===== src/sample_bank_header_checker_unit_assert.svh =====
// ---------------------------------------------------------------------------
// Assertion macros for the sample bank header checker
// Concurrent checks, compiled out when NO_ASSERTIONS is set.
// ---------------------------------------------------------------------------
`ifndef SAMPLE_BANK_HEADER_CHECKER_UNIT_ASSERT_SVH
`define SAMPLE_BANK_HEADER_CHECKER_UNIT_ASSERT_SVH

`ifndef NO_ASSERTIONS
`define SBHC_ASSERT(lbl, clk, rstn, prop, msg) \
  lbl: assert property (@(posedge clk) disable iff (!rstn) (prop)) else $error(msg);
`define SBHC_ASSERT_NEVER(lbl, clk, rstn, cond, msg) \
  lbl: assert property (@(posedge clk) disable iff (!rstn) !(cond)) else $error(msg);
`else
`define SBHC_ASSERT(lbl, clk, rstn, prop, msg)
`define SBHC_ASSERT_NEVER(lbl, clk, rstn, cond, msg)
`endif

`endif


===== src/sbhc_pkg.sv =====
`timescale 1ns / 1ps
// ---------------------------------------------------------------------------
// sbhc_pkg
// Types and constants of the sample bank header checker.
// ---------------------------------------------------------------------------
package sbhc_pkg;

  localparam int unsigned POS_W       = 33;
  localparam int unsigned MIN_SIZE    = 'h14C;
  localparam int unsigned HDR_BYTES   = 'h30;   // class byte offset, header size
  localparam int unsigned CLASS_BANK  = 'h11;
  localparam int unsigned EXT_TAIL    = 36;
  localparam int unsigned MAX_MEMBERS = 127;
  localparam int unsigned NATIVE_PSZ  = 188;
  localparam int unsigned EXT_PSZ     = 224;
  localparam int unsigned COUNT_OFS   = 'h144;

  localparam logic [127:0] SIG_TEXT = "FSFSDEV3SPLXSBAC";

  typedef enum logic [2:0] {
    ST_VALID     = 3'd0,
    ST_SIGNATURE = 3'd1,
    ST_CLASS     = 3'd2,
    ST_REVISION  = 3'd3,
    ST_LENGTH    = 3'd4,
    ST_COUNT     = 3'd5
  } sbhc_status_e;

  typedef enum logic [1:0] {
    LAYOUT_NONE     = 2'd0,
    LAYOUT_NATIVE   = 2'd1,
    LAYOUT_EXTENDED = 2'd2
  } sbhc_layout_e;

  typedef struct packed {
    logic [7:0] data_byte;
    logic       first_byte;
    logic       last_byte;
  } sbhc_in_t;

  typedef struct packed {
    sbhc_status_e status;
    logic [31:0]  revision;
    logic [31:0]  older_body_length;
    logic [31:0]  later_body_length;
    logic [7:0]   parameter_size;
    sbhc_layout_e layout_kind;
  } sbhc_out_t;

  function automatic logic [7:0] sig_byte(input logic [3:0] idx);
    logic [3:0] rev_idx;
    rev_idx = 4'd15 - idx;
    return SIG_TEXT[{rev_idx, 3'b000} +: 8];
  endfunction

  // residue of r + b mod 5; 256 and 16 are both 1 mod 5
  function automatic logic [2:0] mod5_add(input logic [2:0] r, input logic [7:0] b);
    logic [5:0] v;
    v = 6'(r) + 6'(b[7:4]) + 6'(b[3:0]);
    if (v >= 6'd20) v = v - 6'd20;
    if (v >= 6'd10) v = v - 6'd10;
    if (v >= 6'd5)  v = v - 6'd5;
    return v[2:0];
  endfunction

endpackage


===== src/sample_bank_header_checker_unit.sv =====
`timescale 1ns / 1ps
// The last byte sets the pending flag; the result is then loaded into the output register once it is free.
// One byte per cycle while the input is not stalled; the header state updates at each accepted byte.
// A finished result waits in a single output register; input stalls only while a
// second result is ready and that register is still held by the sink.
// Reset clears the header state (the signature flag is set), the pending flag and the output valid.
// ---------------------------------------------------------------------------
// sample_bank_header_checker_unit
// Streams a stored object byte by byte, captures the header fields and
// checks signature, class, revision, lengths and member count.
// ---------------------------------------------------------------------------
`include "sample_bank_header_checker_unit_assert.svh"

module sample_bank_header_checker_unit
  import sbhc_pkg::*;
(
  input  logic      clk_i,
  input  logic      rst_ni,
  input  logic      in_valid_i,
  output logic      in_stall_o,
  input  sbhc_in_t  in_data_i,
  output logic      out_valid_o,
  input  logic      out_stall_i,
  output sbhc_out_t out_data_o
);

  localparam logic [POS_W-1:0] POS_ALL_ONES = '1;

  // header capture state
  logic [POS_W-1:0] pos_q, pos_d;
  logic             sig_ok_q, sig_ok_d;
  logic [7:0]       class_q, class_d;
  logic [31:0]      rev_q, rev_d;
  logic [31:0]      older_q, older_d;
  logic [31:0]      later_q, later_d;
  logic [2:0]       older_m5_q, older_m5_d;
  logic [2:0]       later_m5_q, later_m5_d;
  logic [7:0]       count_q, count_d;

  logic             pend_q, pend_d;
  logic             out_valid_q, out_valid_d;
  sbhc_out_t        out_q, out_d;

  logic             in_accept;
  logic             out_load;
  logic [POS_W-1:0] p;

  assign out_load   = pend_q && !(out_valid_q && out_stall_i);
  assign in_stall_o = pend_q && out_valid_q && out_stall_i;
  assign in_accept  = in_valid_i && !in_stall_o;

  // ---------------- byte capture ----------------
  always_comb begin
    pos_d      = pos_q;
    sig_ok_d   = sig_ok_q;
    class_d    = class_q;
    rev_d      = rev_q;
    older_d    = older_q;
    later_d    = later_q;
    older_m5_d = older_m5_q;
    later_m5_d = later_m5_q;
    count_d    = count_q;
    p          = pos_q;
    if (in_accept) begin
      if (in_data_i.first_byte) begin
        pos_d      = '0;
        sig_ok_d   = 1'b1;
        class_d    = '0;
        rev_d      = '0;
        older_d    = '0;
        later_d    = '0;
        older_m5_d = '0;
        later_m5_d = '0;
        count_d    = '0;
        p          = '0;
      end
      if (p[POS_W-1:4] == '0) begin
        if (sig_byte(p[3:0]) != in_data_i.data_byte) sig_ok_d = 1'b0;
      end else if (p[POS_W-1:2] == (POS_W-2)'(5)) begin
        rev_d = {rev_d[23:0], in_data_i.data_byte};
      end else if (p[POS_W-1:2] == (POS_W-2)'(6)) begin
        older_d    = {older_d[23:0], in_data_i.data_byte};
        older_m5_d = mod5_add(older_m5_d, in_data_i.data_byte);
      end else if (p[POS_W-1:2] == (POS_W-2)'(7)) begin
        later_d    = {later_d[23:0], in_data_i.data_byte};
        later_m5_d = mod5_add(later_m5_d, in_data_i.data_byte);
      end else if (p == POS_W'(HDR_BYTES)) begin
        class_d = in_data_i.data_byte;
      end else if (p == POS_W'(COUNT_OFS)) begin
        count_d = in_data_i.data_byte;
      end
      pos_d = (p != POS_ALL_ONES) ? p + POS_W'(1) : p;
    end
  end

  // ---------------- header checks ----------------
  logic             native;
  logic [31:0]      body;
  logic [POS_W-1:0] tail, logical, low_bound, rows, need_rows;
  logic             rows_mod20;

  always_comb begin
    native     = (rev_q == 32'd2);
    body       = native ? older_q : later_q;
    tail       = native ? '0 : POS_W'(EXT_TAIL);
    logical    = {1'b0, body} + POS_W'(HDR_BYTES);
    low_bound  = POS_W'(MIN_SIZE) + tail;
    rows       = logical - tail - POS_W'(MIN_SIZE);
    need_rows  = POS_W'({count_q, 4'b0000}) + POS_W'({count_q, 2'b00});
    // rows is body minus 0x11C (native) or 0x140 (extended), both 0 mod 4
    rows_mod20 = (body[1:0] == 2'b00) &&
                 (native ? (older_m5_q == 3'd4) : (later_m5_q == 3'd0));

    out_d                   = out_q;
    out_d.status            = ST_VALID;
    out_d.revision          = rev_q;
    out_d.older_body_length = older_q;
    out_d.later_body_length = later_q;
    out_d.parameter_size    = '0;
    out_d.layout_kind       = LAYOUT_NONE;
    if (pos_q < POS_W'(MIN_SIZE) || !sig_ok_q) begin
      out_d.status = ST_SIGNATURE;
    end else if (class_q != 8'(CLASS_BANK)) begin
      out_d.status = ST_CLASS;
    end else if (rev_q != 32'd2 && rev_q != 32'd4) begin
      out_d.status = ST_REVISION;
    end else if ((!native && ({1'b0, older_q} + POS_W'(EXT_TAIL)) != {1'b0, later_q}) ||
                 logical < low_bound || logical > pos_q) begin
      out_d.status = ST_LENGTH;
    end else if (!rows_mod20 || count_q > 8'(MAX_MEMBERS) || rows < need_rows) begin
      out_d.status = ST_COUNT;
    end else begin
      out_d.parameter_size = native ? 8'(NATIVE_PSZ) : 8'(EXT_PSZ);
      out_d.layout_kind    = native ? LAYOUT_NATIVE : LAYOUT_EXTENDED;
    end
    // words only shown once the class check is passed
    if (out_d.status == ST_SIGNATURE || out_d.status == ST_CLASS) begin
      out_d.revision          = '0;
      out_d.older_body_length = '0;
      out_d.later_body_length = '0;
    end
  end

  // ---------------- handshake control ----------------
  always_comb begin
    pend_d = pend_q;
    if (out_load) pend_d = 1'b0;
    if (in_accept && in_data_i.last_byte) pend_d = 1'b1;
    out_valid_d = out_load || (out_valid_q && out_stall_i);
  end

  always_ff @(posedge clk_i or negedge rst_ni) begin
    if (!rst_ni) begin
      pos_q       <= '0;
      sig_ok_q    <= 1'b1;
      class_q     <= '0;
      rev_q       <= '0;
      older_q     <= '0;
      later_q     <= '0;
      older_m5_q  <= '0;
      later_m5_q  <= '0;
      count_q     <= '0;
      pend_q      <= 1'b0;
      out_valid_q <= 1'b0;
    end else begin
      pos_q       <= pos_d;
      sig_ok_q    <= sig_ok_d;
      class_q     <= class_d;
      rev_q       <= rev_d;
      older_q     <= older_d;
      later_q     <= later_d;
      older_m5_q  <= older_m5_d;
      later_m5_q  <= later_m5_d;
      count_q     <= count_d;
      pend_q      <= pend_d;
      out_valid_q <= out_valid_d;
    end
  end

  always_ff @(posedge clk_i) begin
    if (out_load) begin
      out_q <= out_d;
    end
  end

  assign out_valid_o = out_valid_q;
  assign out_data_o  = out_q;

  // ---------------- assertions ----------------
  `SBHC_ASSERT(a_last_sets_pend, clk_i, rst_ni,
               in_accept && in_data_i.last_byte |=> pend_q, "last byte did not post a result")
  `SBHC_ASSERT(a_pend_held, clk_i, rst_ni,
               pend_q && out_valid_q && out_stall_i |=> pend_q && out_valid_q,
               "pending result dropped while output held")
  `SBHC_ASSERT(a_pos_monotonic, clk_i, rst_ni,
               in_accept && !in_data_i.first_byte |=> pos_q >= $past(pos_q),
               "byte position went backward without a first mark")
  `SBHC_ASSERT_NEVER(a_valid_layout, clk_i, rst_ni,
                     out_valid_q && (out_q.status == ST_VALID) == (out_q.layout_kind == LAYOUT_NONE),
                     "layout kind disagrees with status")
  `SBHC_ASSERT_NEVER(a_hidden_words, clk_i, rst_ni,
                     out_valid_q && out_q.status == ST_SIGNATURE && out_q.revision != '0,
                     "revision shown on a failed signature check")

endmodule

===== config.mk =====
export PLATFORM = sky130hd
export DESIGN_NAME = sample_bank_header_checker_unit
export DESIGN_NICKNAME = d
export VERILOG_FILES = /design/src/sbhc_pkg.sv /design/src/sample_bank_header_checker_unit.sv
export VERILOG_INCLUDE_DIRS = /design/src /design/src/src
export SDC_FILE = /design/constraint.sdc
export NUM_CORES = 1
export LEC_CHECK = 0
export BUFFER_PORTS_ARGS = -buffer_cell sky130_fd_sc_hd__buf_2
export CORE_MARGIN = 10
export CORE_UTILIZATION = 40
export CTS_CLUSTER_SIZE = 14
export DETAILED_ROUTE_END_ITERATION = 8
export HOLD_SLACK_MARGIN = 0.06
export PLACE_DENSITY = 0.56
export SYNTH_ARGS = -nofsm -noshare
export SYNTH_HDL_FRONTEND = slang
export SYNTH_SLANG_ARGS = --single-unit
export TNS_END_PERCENT = 30

===== constraint.sdc =====
create_clock -name clk_i -period 9.35 [get_ports clk_i]
set_clock_uncertainty 0.15 [all_clocks]
set_input_delay 1.87 -clock clk_i [delete_from_list [all_inputs] [get_ports clk_i]]
set_output_delay 1.87 -clock clk_i [all_outputs]
set_load 0.03 [all_outputs]

==> metrics <==
Antenna diodes=0; post-layout util=44.8%; antenna violations before repair=0; crit path launch=rev_q[27]; Worst-Margin Slew=1.24 ns; Yosys top cell area share=22.1%; first-pass detailed-route iteration total=6; die area=52100 µm²; via/cell ratio=5.80; CP max stage cell=nor3_4; Synthesis Warnings=0; Seq/Total Area, Yosys=about two fifths; top cells by area, synth=dfrtp_1, edfxtp_1, ha_1; Synth Area in Compound Gates=roughly 16%; CTS Buffer Depth=3; Adder-Cell Fraction of Synth Area=under 10%; Post-synth top cells=nand2_1, dfrtp_1, o21ai_0, clkbuf_1, edfxtp_1; post-CTS setup buffer count=0; drt drc=0; Overall Global Routing Usage=19.9%; Internal=between 0.002 and 0.0025 W; Placed Area=18200 µm²; Worst Setup Start Kind=flop; count leader, synth=nand2_1; DP Worst Slack=1.97 ns; first-pass GRT wire length=~84000 µm; CP endpoint kind=flop; period utilization=79.9%; Final Critical Period=between 7 and 8 ns; setup violators final=0; Hold Crit Endpoint=out_valid_o; RSZ-0062 raised after global routing=no; relative slew slack=roughly 17%; worst hold path depth=1; clk_lat worst skew=0.60 ns; CTS clk-pin slew, worst paths=around 0.06 ns; initial DRC count=~1500; Reg-to-Reg End=out_data_o[8]; synth unique cells=90; PwrDens=about 160 nW/µm²; Core Area=43000 µm²; Hold Path Class=reg -> reg; Pins Over Slew Limit=0; Chip Width=roughly 230 µm; cell family with most CP delay=simple AND/OR/NAND/NOR gates; setup ws final=roughly 1.9 ns; RD Place Congestion=around 0.91; largest net degree at the start of global routing=just under 100; post-synthesis xor/xnor area fraction=roughly 7.0%; post-route design area=about 19000 µm²; ANT nets after route=0; P&R area growth vs syn=10.9%; worst reg2reg setup slack=between 1.5 and 2 ns; P_leak=between 7 and 8 nW; vias post-DR=between 10000 and 15000; starting density of the core=roughly two fifths; multiplexer share of the synthesized area=under 10%; status=complete, no violations; Hold Crit Start=pend_q; Psw=slightly above 0.0009 W; final wirelength=about 54000 µm; Post-Synth Simple-Gate Area=between 20% and 30%; Die H=228 µm; CP arrival=about 7.6 ns; Mean Syn Cell Area=9.10 µm²; Primary FF master, synth=dfrtp_1; Final HPWL DP=37900 µm; switching portion of total power=a little under a third; Avg WL per Cell=about 21 µm; Max VDD drop=0.000143 V; max_cap viols=0; total CTS buffers=29; Sequential Power Share=between 40% and 50%; mapped cell area=approximately 17000 µm²; reg2reg path depth=26; Worst Path Max Fanout=29; power share of the clock group=39.7%; number of global-route vias before repair=about 14000; Cell Rows=76; fmax=roughly 130 MHz; Worst Path Buf+Inv=2; Synth Instances=~1900; Worst R2R Start=rev_q[27]; total gr overflow=0; largest family of logic cells by synthesized area=simple AND/OR/NAND/NOR gates; Layout Nets=2027; Synth area leader=dfrtp_1; root buffer cell=clkbuf_16; slowest stage delay, CP=between 0.6 and 0.7 ns; layout cells sized above 1=11.3%; num ports=about 130; CTS tree=built; #FFs+latches synth=256; Setup TNS=0 ns; cts hold-fix bufs=0; Combinational Power Share=18.5%; crit path kind=reg -> reg; post-synthesis async set-or-reset flop share=about three fifths; Clock Sinks=approximately 260; post-cts sizing count=0; number of synthesized flops with an enable pin=102; WP data required=~9.5 ns; port bufs=~120; Max H-tree Level=1; Hold Vio Cnt, Final=0
-- cell usage in the layout, fill, tap and decap left out, drive strengths merged, types with 9 or more instances in the layout --
cell type	n
nand2	197
dfrtp	153
o21ai	142
buf	136
edfxtp	102
and2	102
nor2	91
xnor2	84
inv	81
a22oi	74
ha	74
nand3	59
a21oi	57
xor2	55
nor3	51
nor4	46
nand4	44
mux2i	33
clkbuf	33
a22o	30
nor2b	24
nand2b	17
a21o	16
and3	16
clkinv	15
or4	13
a31oi	13
or3	13
o22ai	13
a211oi	11
nand3b	11
and4	10
nor4b	10
fa	9
-- cells by family after synthesis --
group                    Yosys count
AND/OR/NAND/NOR                  734
AO/OA/AOI/OAI                    428
flip-flops                       256
buffers and inverters            226
XOR/XNOR                         139
adder cells (fa/ha/maj)           84
multiplexers                      39
other                              1
-- routing by layer --
layer	up-vias	GRT usage [%]	part of all wire, %
li1	6941	-	-
met3	74	3.09	6.4
met4	0	5.12	2.0
met5	-	0	0
met2	443	31.7	47
met1	7264	27.6	45
-- registers in the layout, indices dropped and copies added (netlist names) --
register / flops
pos_q: 33
count_q: 8
later_q: 32
pend_q: 1
class_q: 8
later_m5_q: 3
older_q: 32
sig_ok_q: 1
older_m5_q: 3
out_valid_o: 1
rev_q: 32
out_data_o: 102
-- how the worst max path moves through the flow --
stage	end	depth (start not counted)
floorplan	out_data_o[0]	1
global placement	out_data_o[8]	26
detailed placement	out_data_o[8]	26
CTS	out_data_o[8]	26
global route	out_data_o[8]	26
finish	out_data_o[8]	26
-- power groups by stage --
stage	Combinational [W]	Clock, W	Sequential (W)
2_1_floorplan	0.000369	0	0.00131
3_3_place_gp	0.000540	0	0.00128
3_5_place_dp	0.000554	0	0.00128
4_1_cts	0.000556	0.00122	0.00126
5_1_grt	0.000616	0.00126	0.00126
6_report	0.000557	0.00120	0.00126
-- worst register-to-register path, delay by kind of cell (launching register included) --
kind                       cells  cell delay, ns
xor gates and xnor gates       1            0.20
adders and majority gates      3            0.98
buffers and inverters          2            0.56
DFF                            1            0.41
and+or+nand+nor               14            3.63
AOI/OAI and AO/OA              6            1.25
-- through the flow --
stage	total power (W)	hold slack [ns]	cells
2_1_floorplan	0.00168	0.293	1908
3_3_place_gp	0.00182	0.318	2484
3_5_place_dp	0.00183	0.333	2484
4_1_cts	0.00304	0.340	2538
5_1_grt	0.00315	0.363	2538
6_report	0.00301	0.335	2538
-- cell type report --
cell class	instances	area [µm²]
clock inverters	21	235
flip-flops and latches	256	6920
well taps	585	732
repair buffers	136	724
multi-input cells	1426	9570
clock buffers	33	761
fillers	4178	23700
inverters	81	304
Power figures use the tool's default switching activity.
